**config.mk**
```make
export PLATFORM = sky130hd
export DESIGN_NAME = xorshift_bounded_int_generator
export DESIGN_NICKNAME = d
export VERILOG_FILES = /design/src/rtl/xbig_pkg.sv /design/src/rtl/xorshift_bounded_int_generator.sv
export SDC_FILE = /design/constraint.sdc
export NUM_CORES = 1
export LEC_CHECK = 0
export ABC_AREA = 1
export BUFFER_PORTS_ARGS = -buffer_cell sky130_fd_sc_hd__buf_2
export CAP_MARGIN = 20
export CORE_MARGIN = 2
export CORE_UTILIZATION = 60
export DETAILED_ROUTE_END_ITERATION = 10
export GPL_TIMING_DRIVEN = 0
export PLACE_DENSITY = 0.78
export SLEW_MARGIN = 20
export SYNTH_ARGS = -nofsm -noshare
export SYNTH_HDL_FRONTEND = slang
export SYNTH_SLANG_ARGS = --single-unit
```
**constraint.sdc**
```tcl
create_clock -name i_clk -period 8.8 [get_ports i_clk]
set_input_delay 0.44 -clock i_clk [delete_from_list [all_inputs] [get_ports i_clk]]
set_output_delay 0.44 -clock i_clk [all_outputs]
set_load 0.05 [all_outputs]
```
**src/rtl/xbig_pkg.sv**
```systemverilog
package xbig_pkg;

    // Number of bounded draws that an averaged request sums; a power of two.
    localparam int AVG_COUNT = 4;
    localparam int AVG_SHIFT = $clog2(AVG_COUNT);
    localparam int SUM_W     = 32 + AVG_SHIFT + 1;
    localparam int COUNT_W   = $clog2(AVG_COUNT + 1);

    localparam int DIV_STEPS = 32;
    localparam int DIV_CNT_W = $clog2(DIV_STEPS);

    localparam logic [31:0] INIT_X = 32'd123456789;
    localparam logic [31:0] INIT_Y = 32'd362436069;
    localparam logic [31:0] INIT_Z = 32'd521288629;
    localparam logic [31:0] INIT_W = 32'd88675123;

    typedef enum logic [1:0] {
        OP_RAW     = 2'd0,
        OP_BELOW   = 2'd1,
        OP_BETWEEN = 2'd2,
        OP_AVERAGE = 2'd3
    } t_op;

    typedef enum logic [2:0] {
        S_IDLE,
        S_LIMIT,
        S_DRAW,
        S_MOD,
        S_FINISH
    } t_state;

    typedef struct packed {
        t_op                op;
        logic signed [31:0] first_bound;
        logic signed [31:0] second_bound;
    } t_req;

    typedef struct packed {
        logic        [31:0] raw_word;
        logic signed [31:0] int_value;
    } t_rsp;

endpackage

```
**src/rtl/xorshift_bounded_int_generator.sv**
```systemverilog
// A request is answered with no draw, with one raw word, with one bounded draw or with an averaged
// set of bounded draws; every rejected word adds one more draw.
// The block takes one request at a time; the 32-step shared remainder unit runs once for the limit
// and once per accepted word.
// The next request is taken once the result has moved into the output register.
// Reset (synchronous, active low) loads the seed-zero state words and empties the output register.
module xorshift_bounded_int_generator (
    input  logic                i_clk,
    input  logic                i_rst_n,
    input  logic                i_in_valid,
    output logic                o_in_ready,
    input  xbig_pkg::t_req      i_in_data,
    output logic                o_out_valid,
    input  logic                i_out_ready,
    output xbig_pkg::t_rsp      o_out_data,
    input  logic                i_cfg_valid,
    output logic                o_cfg_ready,
    input  logic [31:0]         i_cfg_seed
);

    xbig_pkg::t_state r_state, n_state;

    logic [31:0] r_x, r_y, r_z, r_w;
    logic [31:0] n_x, n_y, n_z, n_w;

    logic [30:0]        r_range, n_range;
    logic signed [31:0] r_base, n_base;
    logic [31:0]        r_lim, n_lim;
    logic signed [xbig_pkg::SUM_W-1:0] r_sum, n_sum;
    logic [xbig_pkg::COUNT_W-1:0]      r_count, n_count;
    logic r_avg, n_avg;
    logic r_raw, n_raw;

    logic [31:0]                    r_div, n_div;
    logic [30:0]                    r_rem, n_rem;
    logic [xbig_pkg::DIV_CNT_W-1:0] r_cnt, n_cnt;

    xbig_pkg::t_rsp r_out, n_out;
    logic           r_out_valid, n_out_valid;

    logic               in_fire;
    logic               cfg_fire;
    logic               div_done;
    logic               out_free;
    logic [31:0]        mix_word;
    logic [31:0]        draw_w;
    logic               reject;
    logic [31:0]        shifted;
    logic [32:0]        trial;
    logic [30:0]        rem_next;
    logic signed [31:0] lo, hi;
    logic signed [32:0] diff;
    logic               span_big;
    logic               below_skip;
    logic signed [xbig_pkg::SUM_W-1:0] sum_adj;
    logic signed [xbig_pkg::SUM_W-1:0] quotient;
    logic signed [31:0] final_int;

    assign o_in_ready  = (r_state == xbig_pkg::S_IDLE);
    assign o_cfg_ready = 1'b1;
    assign o_out_valid = r_out_valid;
    assign o_out_data  = r_out;

    assign in_fire  = i_in_valid && o_in_ready;
    assign cfg_fire = i_cfg_valid && o_cfg_ready;
    assign out_free = !r_out_valid || i_out_ready;
    assign div_done = (r_cnt == xbig_pkg::DIV_CNT_W'(xbig_pkg::DIV_STEPS - 1));

    // One xorshift128 step.
    assign mix_word = r_x ^ (r_x << 11);
    assign draw_w   = (r_w ^ (r_w >> 19)) ^ (mix_word ^ (mix_word >> 8));
    assign reject   = (draw_w >= r_lim);

    // Restoring remainder step: one dividend bit per cycle.
    assign shifted  = {r_rem, r_div[31]};
    assign trial    = {1'b0, shifted} - {2'b00, r_range};
    assign rem_next = trial[32] ? shifted[30:0] : trial[30:0];

    // Request decode.
    assign lo   = (i_in_data.first_bound < i_in_data.second_bound) ?
                  i_in_data.first_bound : i_in_data.second_bound;
    assign hi   = (i_in_data.first_bound < i_in_data.second_bound) ?
                  i_in_data.second_bound : i_in_data.first_bound;
    assign diff = 33'(hi) - 33'(lo);
    // The span is diff + 1; it is too wide for a signed int when diff reaches 2^31 - 1.
    assign span_big   = (diff[32:31] != 2'b00) || (diff[30:0] == '1);
    assign below_skip = i_in_data.first_bound[31] || (i_in_data.first_bound == 32'sd0);

    // Average with truncation toward zero.
    assign sum_adj  = r_sum + (r_sum[xbig_pkg::SUM_W-1] ?
                      xbig_pkg::SUM_W'(xbig_pkg::AVG_COUNT - 1) : xbig_pkg::SUM_W'(0));
    assign quotient = sum_adj >>> xbig_pkg::AVG_SHIFT;
    assign final_int = r_avg ? quotient[31:0] : r_sum[31:0];

    always_comb begin
        n_state = r_state;
        case (r_state)
            xbig_pkg::S_IDLE: begin
                if (in_fire) begin
                    case (i_in_data.op)
                        xbig_pkg::OP_RAW:   n_state = xbig_pkg::S_DRAW;
                        xbig_pkg::OP_BELOW: n_state = below_skip ? xbig_pkg::S_FINISH
                                                                 : xbig_pkg::S_LIMIT;
                        default:            n_state = span_big ? xbig_pkg::S_FINISH
                                                               : xbig_pkg::S_LIMIT;
                    endcase
                end
            end
            xbig_pkg::S_LIMIT: begin
                if (div_done) begin
                    n_state = xbig_pkg::S_DRAW;
                end
            end
            xbig_pkg::S_DRAW: begin
                if (r_raw) begin
                    n_state = xbig_pkg::S_FINISH;
                end else if (!reject) begin
                    n_state = xbig_pkg::S_MOD;
                end
            end
            xbig_pkg::S_MOD: begin
                if (div_done) begin
                    n_state = (r_count == xbig_pkg::COUNT_W'(1)) ? xbig_pkg::S_FINISH
                                                                 : xbig_pkg::S_DRAW;
                end
            end
            xbig_pkg::S_FINISH: begin
                if (out_free) begin
                    n_state = xbig_pkg::S_IDLE;
                end
            end
            default: n_state = xbig_pkg::S_IDLE;
        endcase
    end

    always_comb begin
        n_x         = r_x;
        n_y         = r_y;
        n_z         = r_z;
        n_w         = r_w;
        n_range     = r_range;
        n_base      = r_base;
        n_lim       = r_lim;
        n_sum       = r_sum;
        n_count     = r_count;
        n_avg       = r_avg;
        n_raw       = r_raw;
        n_div       = r_div;
        n_rem       = r_rem;
        n_cnt       = r_cnt;
        n_out       = r_out;
        n_out_valid = r_out_valid;

        if (i_out_ready) begin
            n_out_valid = 1'b0;
        end

        case (r_state)
            xbig_pkg::S_IDLE: begin
                if (in_fire) begin
                    n_sum   = '0;
                    n_avg   = 1'b0;
                    n_raw   = 1'b0;
                    n_count = xbig_pkg::COUNT_W'(1);
                    n_div   = '1;
                    n_rem   = '0;
                    n_cnt   = '0;
                    case (i_in_data.op)
                        xbig_pkg::OP_RAW: begin
                            n_raw = 1'b1;
                        end
                        xbig_pkg::OP_BELOW: begin
                            n_range = i_in_data.first_bound[30:0];
                            n_base  = '0;
                        end
                        default: begin
                            n_range = diff[30:0] + 31'd1;
                            n_base  = lo;
                            // An overflowing span answers the lower bound and draws nothing.
                            if (span_big) begin
                                n_sum = xbig_pkg::SUM_W'(lo);
                            end else if (i_in_data.op == xbig_pkg::OP_AVERAGE) begin
                                n_avg   = 1'b1;
                                n_count = xbig_pkg::COUNT_W'(xbig_pkg::AVG_COUNT);
                            end
                        end
                    endcase
                end
            end
            xbig_pkg::S_LIMIT: begin
                n_div = {r_div[30:0], 1'b0};
                n_rem = rem_next;
                n_cnt = r_cnt + 1'b1;
                if (div_done) begin
                    n_lim = ~{1'b0, rem_next};
                end
            end
            xbig_pkg::S_DRAW: begin
                n_x   = r_y;
                n_y   = r_z;
                n_z   = r_w;
                n_w   = draw_w;
                n_div = draw_w;
                n_rem = '0;
                n_cnt = '0;
            end
            xbig_pkg::S_MOD: begin
                n_div = {r_div[30:0], 1'b0};
                n_rem = rem_next;
                n_cnt = r_cnt + 1'b1;
                if (div_done) begin
                    n_sum   = r_sum + xbig_pkg::SUM_W'(r_base)
                              + xbig_pkg::SUM_W'({1'b0, rem_next});
                    n_count = r_count - 1'b1;
                end
            end
            xbig_pkg::S_FINISH: begin
                if (out_free) begin
                    n_out.raw_word  = r_w;
                    n_out.int_value = final_int;
                    n_out_valid     = 1'b1;
                end
            end
            default: begin
                n_out_valid = r_out_valid;
            end
        endcase

        // A seed write reloads the whole generator state.
        if (cfg_fire) begin
            n_x = xbig_pkg::INIT_X;
            n_y = xbig_pkg::INIT_Y;
            n_z = xbig_pkg::INIT_Z;
            n_w = (i_cfg_seed != 32'd0) ? i_cfg_seed : xbig_pkg::INIT_W;
        end
    end

    always_ff @(posedge i_clk) begin
        if (!i_rst_n) begin
            r_state     <= xbig_pkg::S_IDLE;
            r_out_valid <= 1'b0;
            r_x         <= xbig_pkg::INIT_X;
            r_y         <= xbig_pkg::INIT_Y;
            r_z         <= xbig_pkg::INIT_Z;
            r_w         <= xbig_pkg::INIT_W;
            r_count     <= '0;
            r_cnt       <= '0;
            r_raw       <= 1'b0;
            r_avg       <= 1'b0;
        end else begin
            r_state     <= n_state;
            r_out_valid <= n_out_valid;
            r_x         <= n_x;
            r_y         <= n_y;
            r_z         <= n_z;
            r_w         <= n_w;
            r_count     <= n_count;
            r_cnt       <= n_cnt;
            r_raw       <= n_raw;
            r_avg       <= n_avg;
        end
    end

    always_ff @(posedge i_clk) begin
        r_range <= n_range;
        r_base  <= n_base;
        r_lim   <= n_lim;
        r_sum   <= n_sum;
        r_div   <= n_div;
        r_rem   <= n_rem;
        r_out   <= n_out;
    end

`ifndef SYNTHESIS
    a_busy_after_accept: assert property (@(posedge i_clk) disable iff (!i_rst_n)
        in_fire |=> !o_in_ready)
        else $error("request accepted but block still reports ready");

    a_rem_below_range: assert property (@(posedge i_clk) disable iff (!i_rst_n)
        (r_state == xbig_pkg::S_MOD || r_state == xbig_pkg::S_LIMIT) |-> r_rem < r_range)
        else $error("partial remainder not below the range");

    a_accepted_word_below_limit: assert property (@(posedge i_clk) disable iff (!i_rst_n)
        (r_state == xbig_pkg::S_MOD && r_cnt == '0) |-> r_div < r_lim)
        else $error("rejected word passed on to the remainder unit");

    a_draws_pending: assert property (@(posedge i_clk) disable iff (!i_rst_n)
        (r_state == xbig_pkg::S_DRAW && !r_raw) |-> r_count != '0)
        else $error("bounded draw started with no draws left");

    a_finish_loads_output: assert property (@(posedge i_clk) disable iff (!i_rst_n)
        (r_state == xbig_pkg::S_FINISH && out_free) |=> r_out_valid)
        else $error("finished request left no beat in the output register");
`endif

endmodule

```
==> impl_metrics.env <==
export IMPL_status="completed"
export IMPL_skew_ps=31.4
export IMPL_wirelength_um=81700
export IMPL_setup_violations=0
export IMPL_areaGrowthSynthToFinish_pct=12.3
export IMPL_ys_ff_latch=398
export IMPL_combPwrFrac_pct=60.9
export IMPL_seqPwrFrac_pct=24.3
export IMPL_dp_cells=4001
export IMPL_yosysMostFrequentCell="nand2_1"
export IMPL_peakVddDrop_v=0.000235
export IMPL_first_iter_violations=2302
export IMPL_p_switching_w=0.00606
export IMPL_pre_cts_ws_ps=188
export IMPL_yosys_area_top_type_share_pct=29.8
export IMPL_final_max_slew_viol_count=0
export IMPL_cts_root_buffer="clkbuf_16"
export IMPL_holdCritStartpoint="i_cfg_seed[0]"
export IMPL_wl_per_cell_um=20.0
export IMPL_setup_slack_ps=702
export IMPL_gp_congestion=1.00
export IMPL_antenna_cells=0
export IMPL_dieArea_um2=44600
export IMPL_synth_edff_count=256
export IMPL_r2r_start="r_range[0]$_DFFE_PP_"
export IMPL_p_int_w=0.00622
export IMPL_drtAntennaViolNets=0
export IMPL_viasPerCell=5.78
export IMPL_crit_type="reg2reg"
export IMPL_numCtsBuffers=42
export IMPL_clock_latency_ps=570
export IMPL_die_width_um=211
export IMPL_r2r_end="r_sum[27]$_DFFE_PP_"
export IMPL_critPathLaunchType="register"
export IMPL_max_slew_margin_pct=39.9
export IMPL_cts_buffer_depth=3
export IMPL_grtUsageTotal_pct=36.5
export IMPL_p_clk_share_pct=14.8
export IMPL_holdPathEnd="r_w[0]$_SDFFE_PN1P_"
export IMPL_dpl_hpwl_um=66300
export IMPL_critPathMaxFanout=10
export IMPL_ys_seq_area_share_pct=40.9
export IMPL_synth_common_cells="807 x nand2_1, 466 x inv_1, 274 x nor2_1"
export IMPL_synth_cells=3284
export IMPL_ioPinCount=170
export IMPL_cp_slowest_cell="fa_1"
export IMPL_synth_area_top_cells="edfxtp_1 30%, nand2_1 12%, dfxtp_1 11%"
export IMPL_hp_class="in2reg"
export IMPL_synthArstFlopShare_pct=0
export IMPL_synth_distinct_cells=59
export IMPL_initial_core_util_pct=61.2
export IMPL_grt_pass1_vias=22900
export IMPL_p_sw_share_pct=49.4
export IMPL_antenna_found_initial=0
export IMPL_rsz0062_at_grt="no"
export IMPL_finalSetupTns_ps=0
export IMPL_finalNonFillerCells=4078
export IMPL_grt_max_degree=30
export IMPL_hold_depth=3
export IMPL_overflow=0
export IMPL_avgSynthCellArea_um2=7.85
export IMPL_final_core_util_pct=68.7
export IMPL_hold_viol_final=0
export IMPL_syn_nets=3557
export IMPL_row_count=75
export IMPL_htreeDepth=2
export IMPL_cts_tree="done"
export IMPL_required_ps=9090
export IMPL_die_y_um=211
export IMPL_cts_hold_buffers=0
export IMPL_cpMostUsedCell="nand2_1"
export IMPL_fin_nets=3779
export IMPL_clock_fmax_mhz=123
export IMPL_yosysWarnings=0
export IMPL_port_buffers=167
export IMPL_cap_violations=0
export IMPL_r2r_slack_ps=700
export IMPL_firstDrtPassIters=8
export IMPL_cts_sinks=398
export IMPL_yosysTopAreaCell="edfxtp_1"
export IMPL_period_minus_slack_ps=8100
export IMPL_crit_arrival_ps=8390
export IMPL_synth_flop_cell="edfxtp_1"
export IMPL_synth_area_um2=25800
export IMPL_min_period_over_period_pct=92.0
export IMPL_core_um2=42100
export IMPL_slowest_delay_ps=470
export IMPL_drc=0
export IMPL_reg2reg_depth=48
export IMPL_clkSlewWorstSetupHoldPaths_ps=60
export IMPL_endpoint_kind="register"
export IMPL_drive_gt1_share_pct=11.8
export IMPL_p_per_area_nw_per_um2=424
export IMPL_tightestPinTransition_ps=892
export IMPL_vias=23600
export IMPL_p_leak_nw=13.4
export IMPL_grt_pass1_wl_um=124000
per-stage QoR:
step                hold slack (ps)  instance area, µm²  total power [W]
detailed placement              417               27500           0.0102
finish                          127               29000           0.0123
CTS                             118               28900           0.0121
global placement                415               27300          0.00990
global route                    136               29000           0.0132
floorplan                       408               25800          0.00822
registers in the layout, indices dropped and copies added (netlist names):
register / flops
o_out_data: 64
o_out_valid: 1
r_avg: 1
r_base: 32
r_cnt: 5
r_count: 3
r_div: 32
r_lim: 31
r_range: 31
r_raw: 1
r_rem: 31
r_state: 3
r_sum: 35
r_w: 32
r_x: 32
r_y: 32
r_z: 32
area by class of cell:
type                    count  area (µm²)
fillers                  3490       13200
multi-input cells        2285       13000
flip-flops and latches    398       10500
inverters                 504        1890
clock buffers              56        1200
repair buffers            178        1030
well taps                 539         674
plain buffers              97         435
clock inverters            21         218
power by group through the flow:
stage	logic, W	clock network [W]	registers [W]
final	0.00748	0.00182	0.00298
after global routing	0.00826	0.00189	0.00301
after CTS	0.00729	0.00182	0.00297
after detailed placement	0.00723	0	0.00300
after global placement	0.00684	0	0.00305
after floorplan	0.00507	0	0.00316
placed cells by master, fill, tap and decap left out, drive strengths merged, types with 138 or more instances in the layout:
master,count
nand2,839
inv,504
nor2,296
o21ai,276
edfxtp,256
nand3,201
buf,193
a21oi,156
dfxtp,142
clkbuf,138
cells by family (layout without fill, tap and decap cells):
family / count (synthesis) / count (layout) / share of synthesized area, %
flip-flops: 398 / 398 / 40.9
XOR/XNOR: 155 / 155 / 5.27
AND/OR/NAND/NOR: 1423 / 1423 / 23.7
AO/OA/AOI/OAI: 535 / 535 / 11.9
other: 1 / 1 / 0.0146
multiplexers: 1 / 1 / 0.0388
adder cells (fa/ha/maj): 170 / 170 / 9.22
buffers and inverters: 601 / 856 / 9.00
worst max-delay path: cells and delay by family, from the launching register on:
family	cells	cell delay [ps]
compound gates	15	2490
fa+ha+maj	5	1570
buf+inv	8	850
flops	1	460
mux	1	360
simple gates	19	2080
metal layers:
metal / track usage (%) / part of all wire, % / wire, µm / vias to the layer above
met2: 64.3 / 49 / 39600 / 1123
li1: - / - / - / 11200
met5: 0 / 0 / 0 / -
met1: 41.1 / 37 / 30000 / 11000
met3: 5.25 / 7.2 / 5860 / 277
met4: 24.8 / 7.6 / 6180 / 0
worst max path at each step:
stage / from / endpoint / slack [ps] / cells past startpoint
after floorplan: r_div[31]$_DFFE_PP_ / r_sum[27]$_DFFE_PP_ / 2230 / 49
after global placement: r_range[0]$_DFFE_PP_ / r_sum[27]$_DFFE_PP_ / 470 / 48
after detailed placement: r_range[0]$_DFFE_PP_ / r_sum[27]$_DFFE_PP_ / 190 / 48
after CTS: r_range[0]$_DFFE_PP_ / r_sum[27]$_DFFE_PP_ / 120 / 48
after global routing: r_range[0]$_DFFE_PP_ / r_sum[31]$_DFFE_PP_ / 40 / 49
final: r_range[0]$_DFFE_PP_ / r_sum[27]$_DFFE_PP_ / 700 / 48
timing repair:
action / CTS / global route
buffers inserted: 0 / 0
resized for setup: 0 / 16
setup endpoints to repair: 0 / 11
Note: power is estimated with default switching activity, not from simulation.
